### src/rtl/dnbs_pkg.sv
// shared types, widths and codes for the directional nearest box selector
// no dependencies
package dnbs_pkg;

    localparam int COORD_WIDTH    = 20;
    localparam int MAX_CANDIDATES = 256;

    localparam int CW     = COORD_WIDTH;
    // count saturates at MAX_CANDIDATES + 1 to mark overflow
    localparam int CNT_W  = $clog2(MAX_CANDIDATES + 2);
    localparam int IDX_W  = (MAX_CANDIDATES > 2) ? $clog2(MAX_CANDIDATES) : 1;
    localparam int IDX_OUT_W = 8;

    localparam int IN_FIELDS_W = 4 * CW + 3;
    localparam int IN_TDATA_W  = ((IN_FIELDS_W + 7) / 8) * 8;
    localparam int IN_TUSER_W  = 3;

    localparam logic [1:0] OP_FOCUS  = 2'd0;
    localparam logic [1:0] OP_SEARCH = 2'd1;
    localparam logic [1:0] OP_CAND   = 2'd2;

    localparam logic [2:0] DIR_NONE  = 3'd0;
    localparam logic [2:0] DIR_UP    = 3'd1;
    localparam logic [2:0] DIR_DOWN  = 3'd2;
    localparam logic [2:0] DIR_LEFT  = 3'd3;
    localparam logic [2:0] DIR_RIGHT = 3'd4;

    typedef struct packed {
        logic signed [CW-1:0] y_max;
        logic signed [CW-1:0] x_max;
        logic signed [CW-1:0] y_min;
        logic signed [CW-1:0] x_min;
    } box_t;

    typedef struct packed {
        logic [1:0] op;
        box_t       box;
        logic [2:0] dir;
        logic       is_focused;
        logic       last;
    } item_t;

    typedef struct packed {
        logic touch;
        logic better;
    } cmp_t;

    // found in the lowest bit
    typedef struct packed {
        logic                 overflow;
        logic [IDX_OUT_W-1:0] best_index;
        logic                 found;
    } res_t;

    localparam int OUT_TDATA_W = (($bits(res_t) + 7) / 8) * 8;

endpackage

### src/rtl/directional_nearest_box_select.sv
// Path: a word is accepted into the input register; a word that ends a query then
// moves its result into the result register, which drives m_tvalid and m_tdata.
// Throughput: one word per cycle while not stalled; the running best updates from the input register.
// Input stalls only when the result register is full and not being taken.
// Reset (rst_n low, asynchronous) clears the focused and search boxes, direction,
// best index, found flag and candidate count; both stages come up empty.
module directional_nearest_box_select
    import dnbs_pkg::*;
(
    input  logic                   clk,
    input  logic                   rst_n,
    input  logic                   s_tvalid,
    output logic                   s_tready,
    // x_min, y_min, x_max, y_max, dir, zero padding
    input  logic [IN_TDATA_W-1:0]  s_tdata,
    // op, is_focused
    input  logic [IN_TUSER_W-1:0]  s_tuser,
    input  logic                   s_tlast,
    output logic                   m_tvalid,
    input  logic                   m_tready,
    // found, best_index, overflow, zero padding
    output logic [OUT_TDATA_W-1:0] m_tdata
);

    item_t            in_word;
    item_t            s1_reg;
    logic             s1_valid_reg;
    logic             s1_fire;

    box_t             focus_reg;
    box_t             search_reg;
    logic [2:0]       dir_reg;
    box_t             best_reg;
    logic [IDX_W-1:0] best_pos_reg, best_pos_next;
    logic             have_best_reg, have_best_next;
    logic [CNT_W-1:0] cand_count_reg, cand_count_next;

    res_t             out_res_reg, res_next;
    logic             out_valid_reg;

    cmp_t             cmp;
    logic             is_cand, emits, in_range, hit;
    logic [31:0]      pos_wide;

    always_comb
    begin
        in_word.op         = s_tuser[1:0];
        in_word.is_focused = s_tuser[2];
        in_word.last       = s_tlast;
        in_word.box.x_min  = s_tdata[CW-1:0];
        in_word.box.y_min  = s_tdata[2*CW-1:CW];
        in_word.box.x_max  = s_tdata[3*CW-1:2*CW];
        in_word.box.y_max  = s_tdata[4*CW-1:3*CW];
        in_word.dir        = s_tdata[4*CW+2:4*CW];
    end

    dnbs_compare u_compare (
        .cand   (s1_reg.box),
        .best   (best_reg),
        .focus  (focus_reg),
        .search (search_reg),
        .dir    (dir_reg),
        .result (cmp)
    );

    always_comb
    begin
        is_cand  = s1_reg.op == OP_CAND;
        emits    = is_cand && s1_reg.last;
        in_range = cand_count_reg < CNT_W'(MAX_CANDIDATES);
        hit      = in_range && !s1_reg.is_focused && cmp.touch && (!have_best_reg || cmp.better);

        cand_count_next = in_range ? cand_count_reg + 1'b1 : CNT_W'(MAX_CANDIDATES + 1);
        have_best_next  = have_best_reg || hit;
        best_pos_next   = hit ? cand_count_reg[IDX_W-1:0] : best_pos_reg;

        pos_wide            = 32'(best_pos_next);
        res_next.found      = have_best_next;
        res_next.best_index = have_best_next ? pos_wide[IDX_OUT_W-1:0] : '0;
        res_next.overflow   = cand_count_next > CNT_W'(MAX_CANDIDATES);
    end

    // a word leaves the input register unless it needs a result register that is full and not being taken
    assign s1_fire  = s1_valid_reg && (!emits || !out_valid_reg || m_tready);
    assign s_tready = !s1_valid_reg || s1_fire;

    always_ff @(posedge clk or negedge rst_n)
    begin
        if (!rst_n)
        begin
            s1_valid_reg <= 1'b0;
        end
        else if (s_tready)
        begin
            s1_valid_reg <= s_tvalid;
        end
    end

    always_ff @(posedge clk)
    begin
        if (s_tvalid && s_tready)
        begin
            s1_reg <= in_word;
        end
    end

    always_ff @(posedge clk or negedge rst_n)
    begin
        if (!rst_n)
        begin
            focus_reg      <= '0;
            search_reg     <= '0;
            dir_reg        <= DIR_NONE;
            best_pos_reg   <= '0;
            have_best_reg  <= 1'b0;
            cand_count_reg <= '0;
        end
        else if (s1_fire)
        begin
            unique case (s1_reg.op)
                OP_FOCUS:
                begin
                    focus_reg <= s1_reg.box;
                end
                OP_SEARCH:
                begin
                    search_reg <= s1_reg.box;
                    dir_reg    <= s1_reg.dir;
                end
                OP_CAND:
                begin
                    if (s1_reg.last)
                    begin
                        best_pos_reg   <= '0;
                        have_best_reg  <= 1'b0;
                        cand_count_reg <= '0;
                    end
                    else
                    begin
                        best_pos_reg   <= best_pos_next;
                        have_best_reg  <= have_best_next;
                        cand_count_reg <= cand_count_next;
                    end
                end
                default:
                begin
                end
            endcase
        end
    end

    // best box is only read while have_best is set
    always_ff @(posedge clk)
    begin
        if (s1_fire && is_cand && hit)
        begin
            best_reg <= s1_reg.box;
        end
    end

    always_ff @(posedge clk or negedge rst_n)
    begin
        if (!rst_n)
        begin
            out_valid_reg <= 1'b0;
        end
        else if (s1_fire && emits)
        begin
            out_valid_reg <= 1'b1;
        end
        else if (m_tready)
        begin
            out_valid_reg <= 1'b0;
        end
    end

    always_ff @(posedge clk)
    begin
        if (s1_fire && emits)
        begin
            out_res_reg <= res_next;
        end
    end

    assign m_tvalid = out_valid_reg;
    assign m_tdata  = OUT_TDATA_W'(out_res_reg);

`ifndef NO_ASSERTIONS
    a_count_bound: assert property (@(posedge clk) disable iff (!rst_n)
        cand_count_reg <= CNT_W'(MAX_CANDIDATES + 1))
        else $error("candidate count beyond saturation value");

    a_query_clear: assert property (@(posedge clk) disable iff (!rst_n)
        s1_fire && s1_reg.op == OP_CAND && s1_reg.last
        |=> cand_count_reg == '0 && !have_best_reg)
        else $error("query state not cleared after result");

    a_best_counted: assert property (@(posedge clk) disable iff (!rst_n)
        have_best_reg |-> cand_count_reg != '0)
        else $error("best held without any counted candidate");

    a_index_zero: assert property (@(posedge clk) disable iff (!rst_n)
        out_valid_reg && !out_res_reg.found |-> out_res_reg.best_index == '0)
        else $error("index given without a found candidate");
`endif

endmodule

### src/rtl/dnbs_compare.sv
// candidate test: overlap with the search box and ranking against the best so far
// depends on dnbs_pkg
module dnbs_compare
    import dnbs_pkg::*;
(
    input  box_t       cand,
    input  box_t       best,
    input  box_t       focus,
    input  box_t       search,
    input  logic [2:0] dir,
    output cmp_t       result
);

    // doubled centre, one bit wider than a coordinate
    function automatic logic signed [CW:0] centre2(logic signed [CW-1:0] a,
                                                   logic signed [CW-1:0] b);
        return $signed({a[CW-1], a}) + $signed({b[CW-1], b});
    endfunction

    function automatic logic [CW:0] abs_diff(logic signed [CW:0] a, logic signed [CW:0] b);
        logic signed [CW+1:0] d;
        d = $signed({a[CW], a}) - $signed({b[CW], b});
        if (d < 0)
        begin
            d = -d;
        end
        return d[CW:0];
    endfunction

    logic [CW:0]     off_cx, off_bx, off_cy, off_by;
    logic [2*CW+1:0] sq_cx, sq_cy, sq_bx, sq_by;
    logic [2*CW+2:0] dist_c, dist_b;
    logic            key_lt, key_eq, off_lt;

    always_comb
    begin
        off_cx = abs_diff(centre2(cand.x_min, cand.x_max), centre2(focus.x_min, focus.x_max));
        off_bx = abs_diff(centre2(best.x_min, best.x_max), centre2(focus.x_min, focus.x_max));
        off_cy = abs_diff(centre2(cand.y_min, cand.y_max), centre2(focus.y_min, focus.y_max));
        off_by = abs_diff(centre2(best.y_min, best.y_max), centre2(focus.y_min, focus.y_max));
    end

    // four independent squares side by side, then two adds and one compare
    assign sq_cx  = off_cx * off_cx;
    assign sq_cy  = off_cy * off_cy;
    assign sq_bx  = off_bx * off_bx;
    assign sq_by  = off_by * off_by;
    assign dist_c = {1'b0, sq_cx} + {1'b0, sq_cy};
    assign dist_b = {1'b0, sq_bx} + {1'b0, sq_by};

    always_comb
    begin
        result.touch = !(cand.x_max < search.x_min || search.x_max < cand.x_min ||
                         cand.y_max < search.y_min || search.y_max < cand.y_min);

        key_lt = 1'b0;
        key_eq = 1'b0;
        off_lt = 1'b0;
        case (dir)
            DIR_UP:
            begin
                key_lt = cand.y_min < best.y_min;
                key_eq = cand.y_min == best.y_min;
                off_lt = off_cx < off_bx;
            end
            DIR_DOWN:
            begin
                key_lt = cand.y_max > best.y_max;
                key_eq = cand.y_max == best.y_max;
                off_lt = off_cx < off_bx;
            end
            DIR_LEFT:
            begin
                key_lt = cand.x_max > best.x_max;
                key_eq = cand.x_max == best.x_max;
                off_lt = off_cy < off_by;
            end
            DIR_RIGHT:
            begin
                key_lt = cand.x_min < best.x_min;
                key_eq = cand.x_min == best.x_min;
                off_lt = off_cy < off_by;
            end
            default:
            begin
                key_lt = 1'b0;
                key_eq = 1'b0;
                off_lt = 1'b0;
            end
        endcase

        // no direction, and unused codes, rank by squared centre distance
        if (dir inside {DIR_UP, DIR_DOWN, DIR_LEFT, DIR_RIGHT})
        begin
            result.better = key_lt || (key_eq && off_lt);
        end
        else
        begin
            result.better = dist_c < dist_b;
        end
    end

endmodule
### config.mk
export PLATFORM = sky130hd
export DESIGN_NAME = directional_nearest_box_select
export DESIGN_NICKNAME = d
export VERILOG_FILES = /design/src/rtl/dnbs_pkg.sv /design/src/rtl/directional_nearest_box_select.sv /design/src/rtl/dnbs_compare.sv
export SDC_FILE = /design/constraint.sdc
export NUM_CORES = 2
export LEC_CHECK = 0
export BUFFER_PORTS_ARGS = -buffer_cell sky130_fd_sc_hd__buf_2
export CORE_AREA = 2 2 435 329
export DETAILED_ROUTE_END_ITERATION = 7
export DIE_AREA = 0 0 437 331
export GPL_TIMING_DRIVEN = 0
export PLACE_DENSITY = 0.67
export SYNTH_ARGS = -nofsm -noshare
export SYNTH_HDL_FRONTEND = slang
export SYNTH_HIERARCHICAL = 1
export SYNTH_SLANG_ARGS = --single-unit
export TNS_END_PERCENT = 50
### constraint.sdc
create_clock -name clk -period 24.4 [get_ports clk]
set_input_delay 0 -clock clk [delete_from_list [all_inputs] [get_ports clk]]
set_output_delay 0 -clock clk [all_outputs]
set_load 0.05 [all_outputs]
---- After elaboration in Yosys (flattened, before gate mapping) ----
Index checks and enable logic that the tools add are counted.
operators by class
  equality and inequality tests ........... 10
  muxes and demuxes ....................... 15
  multiply operators ...................... 4
  add/sub/neg operators ................... 17
  magnitude comparators ................... 17
  reduce and logical (&&, ||, !) cells .... 33
operators with widths
  cell                 count
  $mul 21x21->42       4
  $add 20x20->21       6
  $lt 20x20->1         6
  $lt 22x1->1 const B  4
  $sub 21x21->22       4
  $add 42x42->43       2
  $mux 21              4
  $neg 21->21          4
  $eq 20x20->1         4
  $lt 43x43->1         1
  $lt 21x21->1         2
  $gt 20x20->1         2
  $mux 9               2
  $mux 8               2
  $logic_and 1x1->1    10
  $add 9x1->9 const B  1
  $gt 9x9->1 const B   1
  $logic_or 1x1->1     9
  $lt 9x9->1 const B   1
  $pmux 1 s4           2
  $eq 3x2->1 const B   2
  $logic_not 1->1      6
  $reduce_and 2->1     3
  $mux 1               4
  other kinds (9)      10
storage, ports and cells
  input bits .............................. 96
  output and inout bits ................... 18
  word-level logic and storage cells ...... 125
  register bits after elaboration ......... 360

---- Longest topological paths before layout ----
  depth in word-level cells ............... 13
  gate-level depth with buffers ........... 75
  gate-level depth less buffers ........... 69

---- By module ----
Netlist, hierarchy kept.
modules (own cells, without submodules)
  module                          area each (um^2)  cells an instance  times used  sequential area each (um^2)
  dnbs_compare                    64171.5           7243               1           0.0
  directional_nearest_box_select  12634.6           684                1           9894.5

---- Worst setup path before layout ----
OpenSTA, ideal clock, no wires.
  path kind ............................... register to register
  start point ............................. register focus_reg[1] (netlist name)
  end point ............................... register best_reg[0] (netlist name), enable pin
  cell stages (with the launch flop) ...... 64
  slack ................................... 7.523 ns
  library setup time ...................... 0.448 ns
  required time ........................... 23.952 ns
  path buffers ............................ 4
  arrival time ............................ 16.429 ns
  period minus slack after synthesis ...... 16.877 ns
  cell sequence ........................... dfrtp_1 > ha_1 > a21o_1 > a21oi_1 > o21ai_0 > a2111oi_0 > o31ai_1 > o211ai_1 > o21ai_0 > or4_1 > nand2_1 > xor2_1 > fa_1 > ha_1 > a21o_1 > a21oi_1 > o2111ai_1 > a31o_2 > (+28 left out) > xor2_1 > ha_1 > a21o_1 > a21oi_1 > nor2b_1 > o21ai_0 > nand2b_1 > a211oi_1 > o221ai_1 > o21ai_0 > a31oi_1 > o22ai_1 > a211o_1 > nand2b_1 > clkbuf_1 > and2_1 > buf_6 > and2_1
RTL lines
  element                 line                                   source
  start, declared         directional_nearest_box_select.sv:30   box_t focus_reg;
  start signal, assigned  directional_nearest_box_select.sv:123  focus_reg <= s1_reg.box;
  end signal, assigned    directional_nearest_box_select.sv:157  best_reg <= s1_reg.box;
  end, declared           directional_nearest_box_select.sv:33   box_t best_reg;

==> reports/summary.txt <==
Outcome: complete, but fails checks
Failing checks: max-capacitance violations, max-slew violations
Cells after synthesis: 7927
Via count: 56.3k
Sum of negative setup slack: 0 ns
NumNets Final: 10.7k
R2R Setup Slk: 2.08 ns
Ports: 114
Setup Viol. Count Final: 0
Initial drt markers: 3912
RSZ-0062 raised after global routing: false
Count leader, synth: inv_1
Number of synthesized flops with an enable pin: 177
Die width: 437 um
FILL cells: 12.3k
Max Cap Violations: 1
Initial Util: 54.9%
Clock Latency Late Sink: 0.60 ns
Worst path most repeated cell: fa_1
Synth top area cells: fa_1 (39%), ha_1 (15%), inv_1 (9.3%)
Clock skew: 0.0395 ns
Initial antenna violation count: 2
Routed Antenna Nets: 0
Max incr delay on CP: 1.13 ns
Final core occ: 58.7%
Tightest Pin Transition: 1.55 ns
Area of the multi-input gates: 58900 sq um
Vias in the first global route: 60.3k
Post-synth ARST share: 50.8%
Crit path DAT: 22.61 ns
Synth unique cells: 91
WL/cell: 22.0 um
Post-DP HPWL: 191 mm
Worst r2r src: focus_reg[1]
Synth area leader: fa_1
Number of port buffers: 102
Share of layout cells above drive strength 1: 5.69%
Slew HR: -4.00%
Max FFs per register: 87
Tot GR Track Use: 31.6%
Post-synthesis sequential area ratio: 12.9%
Post-synth top area share: 38.8%
Clk slew on worst S/H paths: 0.07 ns
Std-Cell Rows: 119
Post-Layout Cell Count: 10.1k
Final WL: 221 mm
CP Class: reg -> reg
Post-route DRC: 0
Req. time, crit path: 24.68 ns
Hold Path Class: in -> reg
Sequential cell area: 9890 sq um
Fmax: 0.0448 GHz
Crit-path max FO: 47
First-pass GRT wire length: 346 mm
Ys flop type: dfrtp_1
Crit end category: register
Fin crit period: 22.32 ns
Slowest cell on the critical path: xnor2_1
Clk buf depth: 3
Fin. max-slew vios: 5
Die Ht: 331 um
CTS H-tree depth: 2
Largest net degree at the start of global routing: 112
Fin crit share: 91.5%
Syn-to-layout area delta: 6.91%
Die area: 145000 sq um
Grt ovf: 0
Hold Crit Start: s_tdata[47]
Post-CTS setup buffer count: 0
Final hold violation count: 0
Ys Warns: 6
GPL Wtd Cong: 1.04
Synth cell count leaders: inv_1 (1910), fa_1 (1488), ha_1 (893), nor2_1 (661), nand2_1 (615)
Worst setup path startpoint: focus_reg[1]
Sink Count: 360
DR pass1 iterations: 7
Root Driver: clkbuf_16
Family with the most delay on the worst path: compound AO/OA/AOI/OAI gates
Via/cell ratio: 5.58
Crit start category: register
Post-synthesis register bit count: 360
Inst Count DP: 9917
CTS tree: done
Post-Syn Area: 76800 sq um
Worst path buffer plus inverter count: 8
Avg Cell Area, Syn: 9.69 sq um
Core area: 140000 sq um
Num CTS Buffers: 37
repair_timing:
action | CTS | global route
hold buffers | 92 | 0
setup endpoints to repair | 0 | 0
hold endpoints to repair | 227 | 0
resized for setup | 0 | 0
kinds of logic after synthesis:
group	share of synthesized area, %
fa+ha+maj	53.3
buf+inv	10.6
simple gates	9.63
compound gates	7.44
flops	12.9
xor+xnor	3.48
mux	2.61
other cells	0.00488
metrics by stage:
| stage | setup slack, ns | instance area [sq um] | hold slack [ns] |
|---|---|---|---|
| 2_1_floorplan | 7.52 | 76800 | -0.296 |
| 3_3_place_gp | 0.894 | 79700 | 0.176 |
| 3_5_place_dp | 2.91 | 79900 | 0.0243 |
| 4_1_cts | 2.77 | 82100 | 0.0762 |
| 5_1_grt | 1.45 | 82100 | 0.105 |
| 6_report | 2.08 | 82100 | 0.109 |
final cells by class:
class / instances / share of cell area (%)
sequential: 360 / 12.0
antenna: 1 / 0.00305
tap: 1875 / 2.86
clock buffer: 46 / 1.24
clock inverter: 22 / 0.265
buffer: 203 / 1.06
timing repair buffer: 202 / 1.94
inverter: 1942 / 8.88
multi-input combinational: 5427 / 71.7
per-layer routing:
metal	global-route usage (%)	wire, um	share of wire [%]
met3	6.32	19500	8.8
met5	0	0	0
met1	43.3	93000	42
met4	11.0	9120	4.1
met2	50.5	99600	45
cells in the final DEF, fill, tap and decap left out, drive strengths merged, types with 45 or more instances in the layout:
cell         Yosys  routed
a21o           166     166
nor2b           49      49
nand2b          45      45
nor3            65      65
buf             59     169
ha             893     893
dfrtp          183     183
dlygate4sd3      0      91
edfxtp         177     177
mux2           168     168
a21oi          223     223
inv           1922    1923
xor2           123     123
nand2          616     616
o21ai          147     147
nor2           662     662
nand3           61      61
xnor2          177     177
fa            1488    1488
clkbuf         144     190
final timing paths:
check                                  to  depth (start not counted)
setup reg to reg             best_reg[61]                         57
hold reg to reg                dir_reg[1]                          1
setup / recovery             best_reg[61]                         57
min in group asynchronous   focus_reg[42]                          3
hold / removal                 s1_reg[52]                          2
max in group asynchronous  search_reg[20]                          4
Power is left out: the tool's default activity adds up to more than one toggle a clock period on the data nets, which glitch-free logic cannot reach.
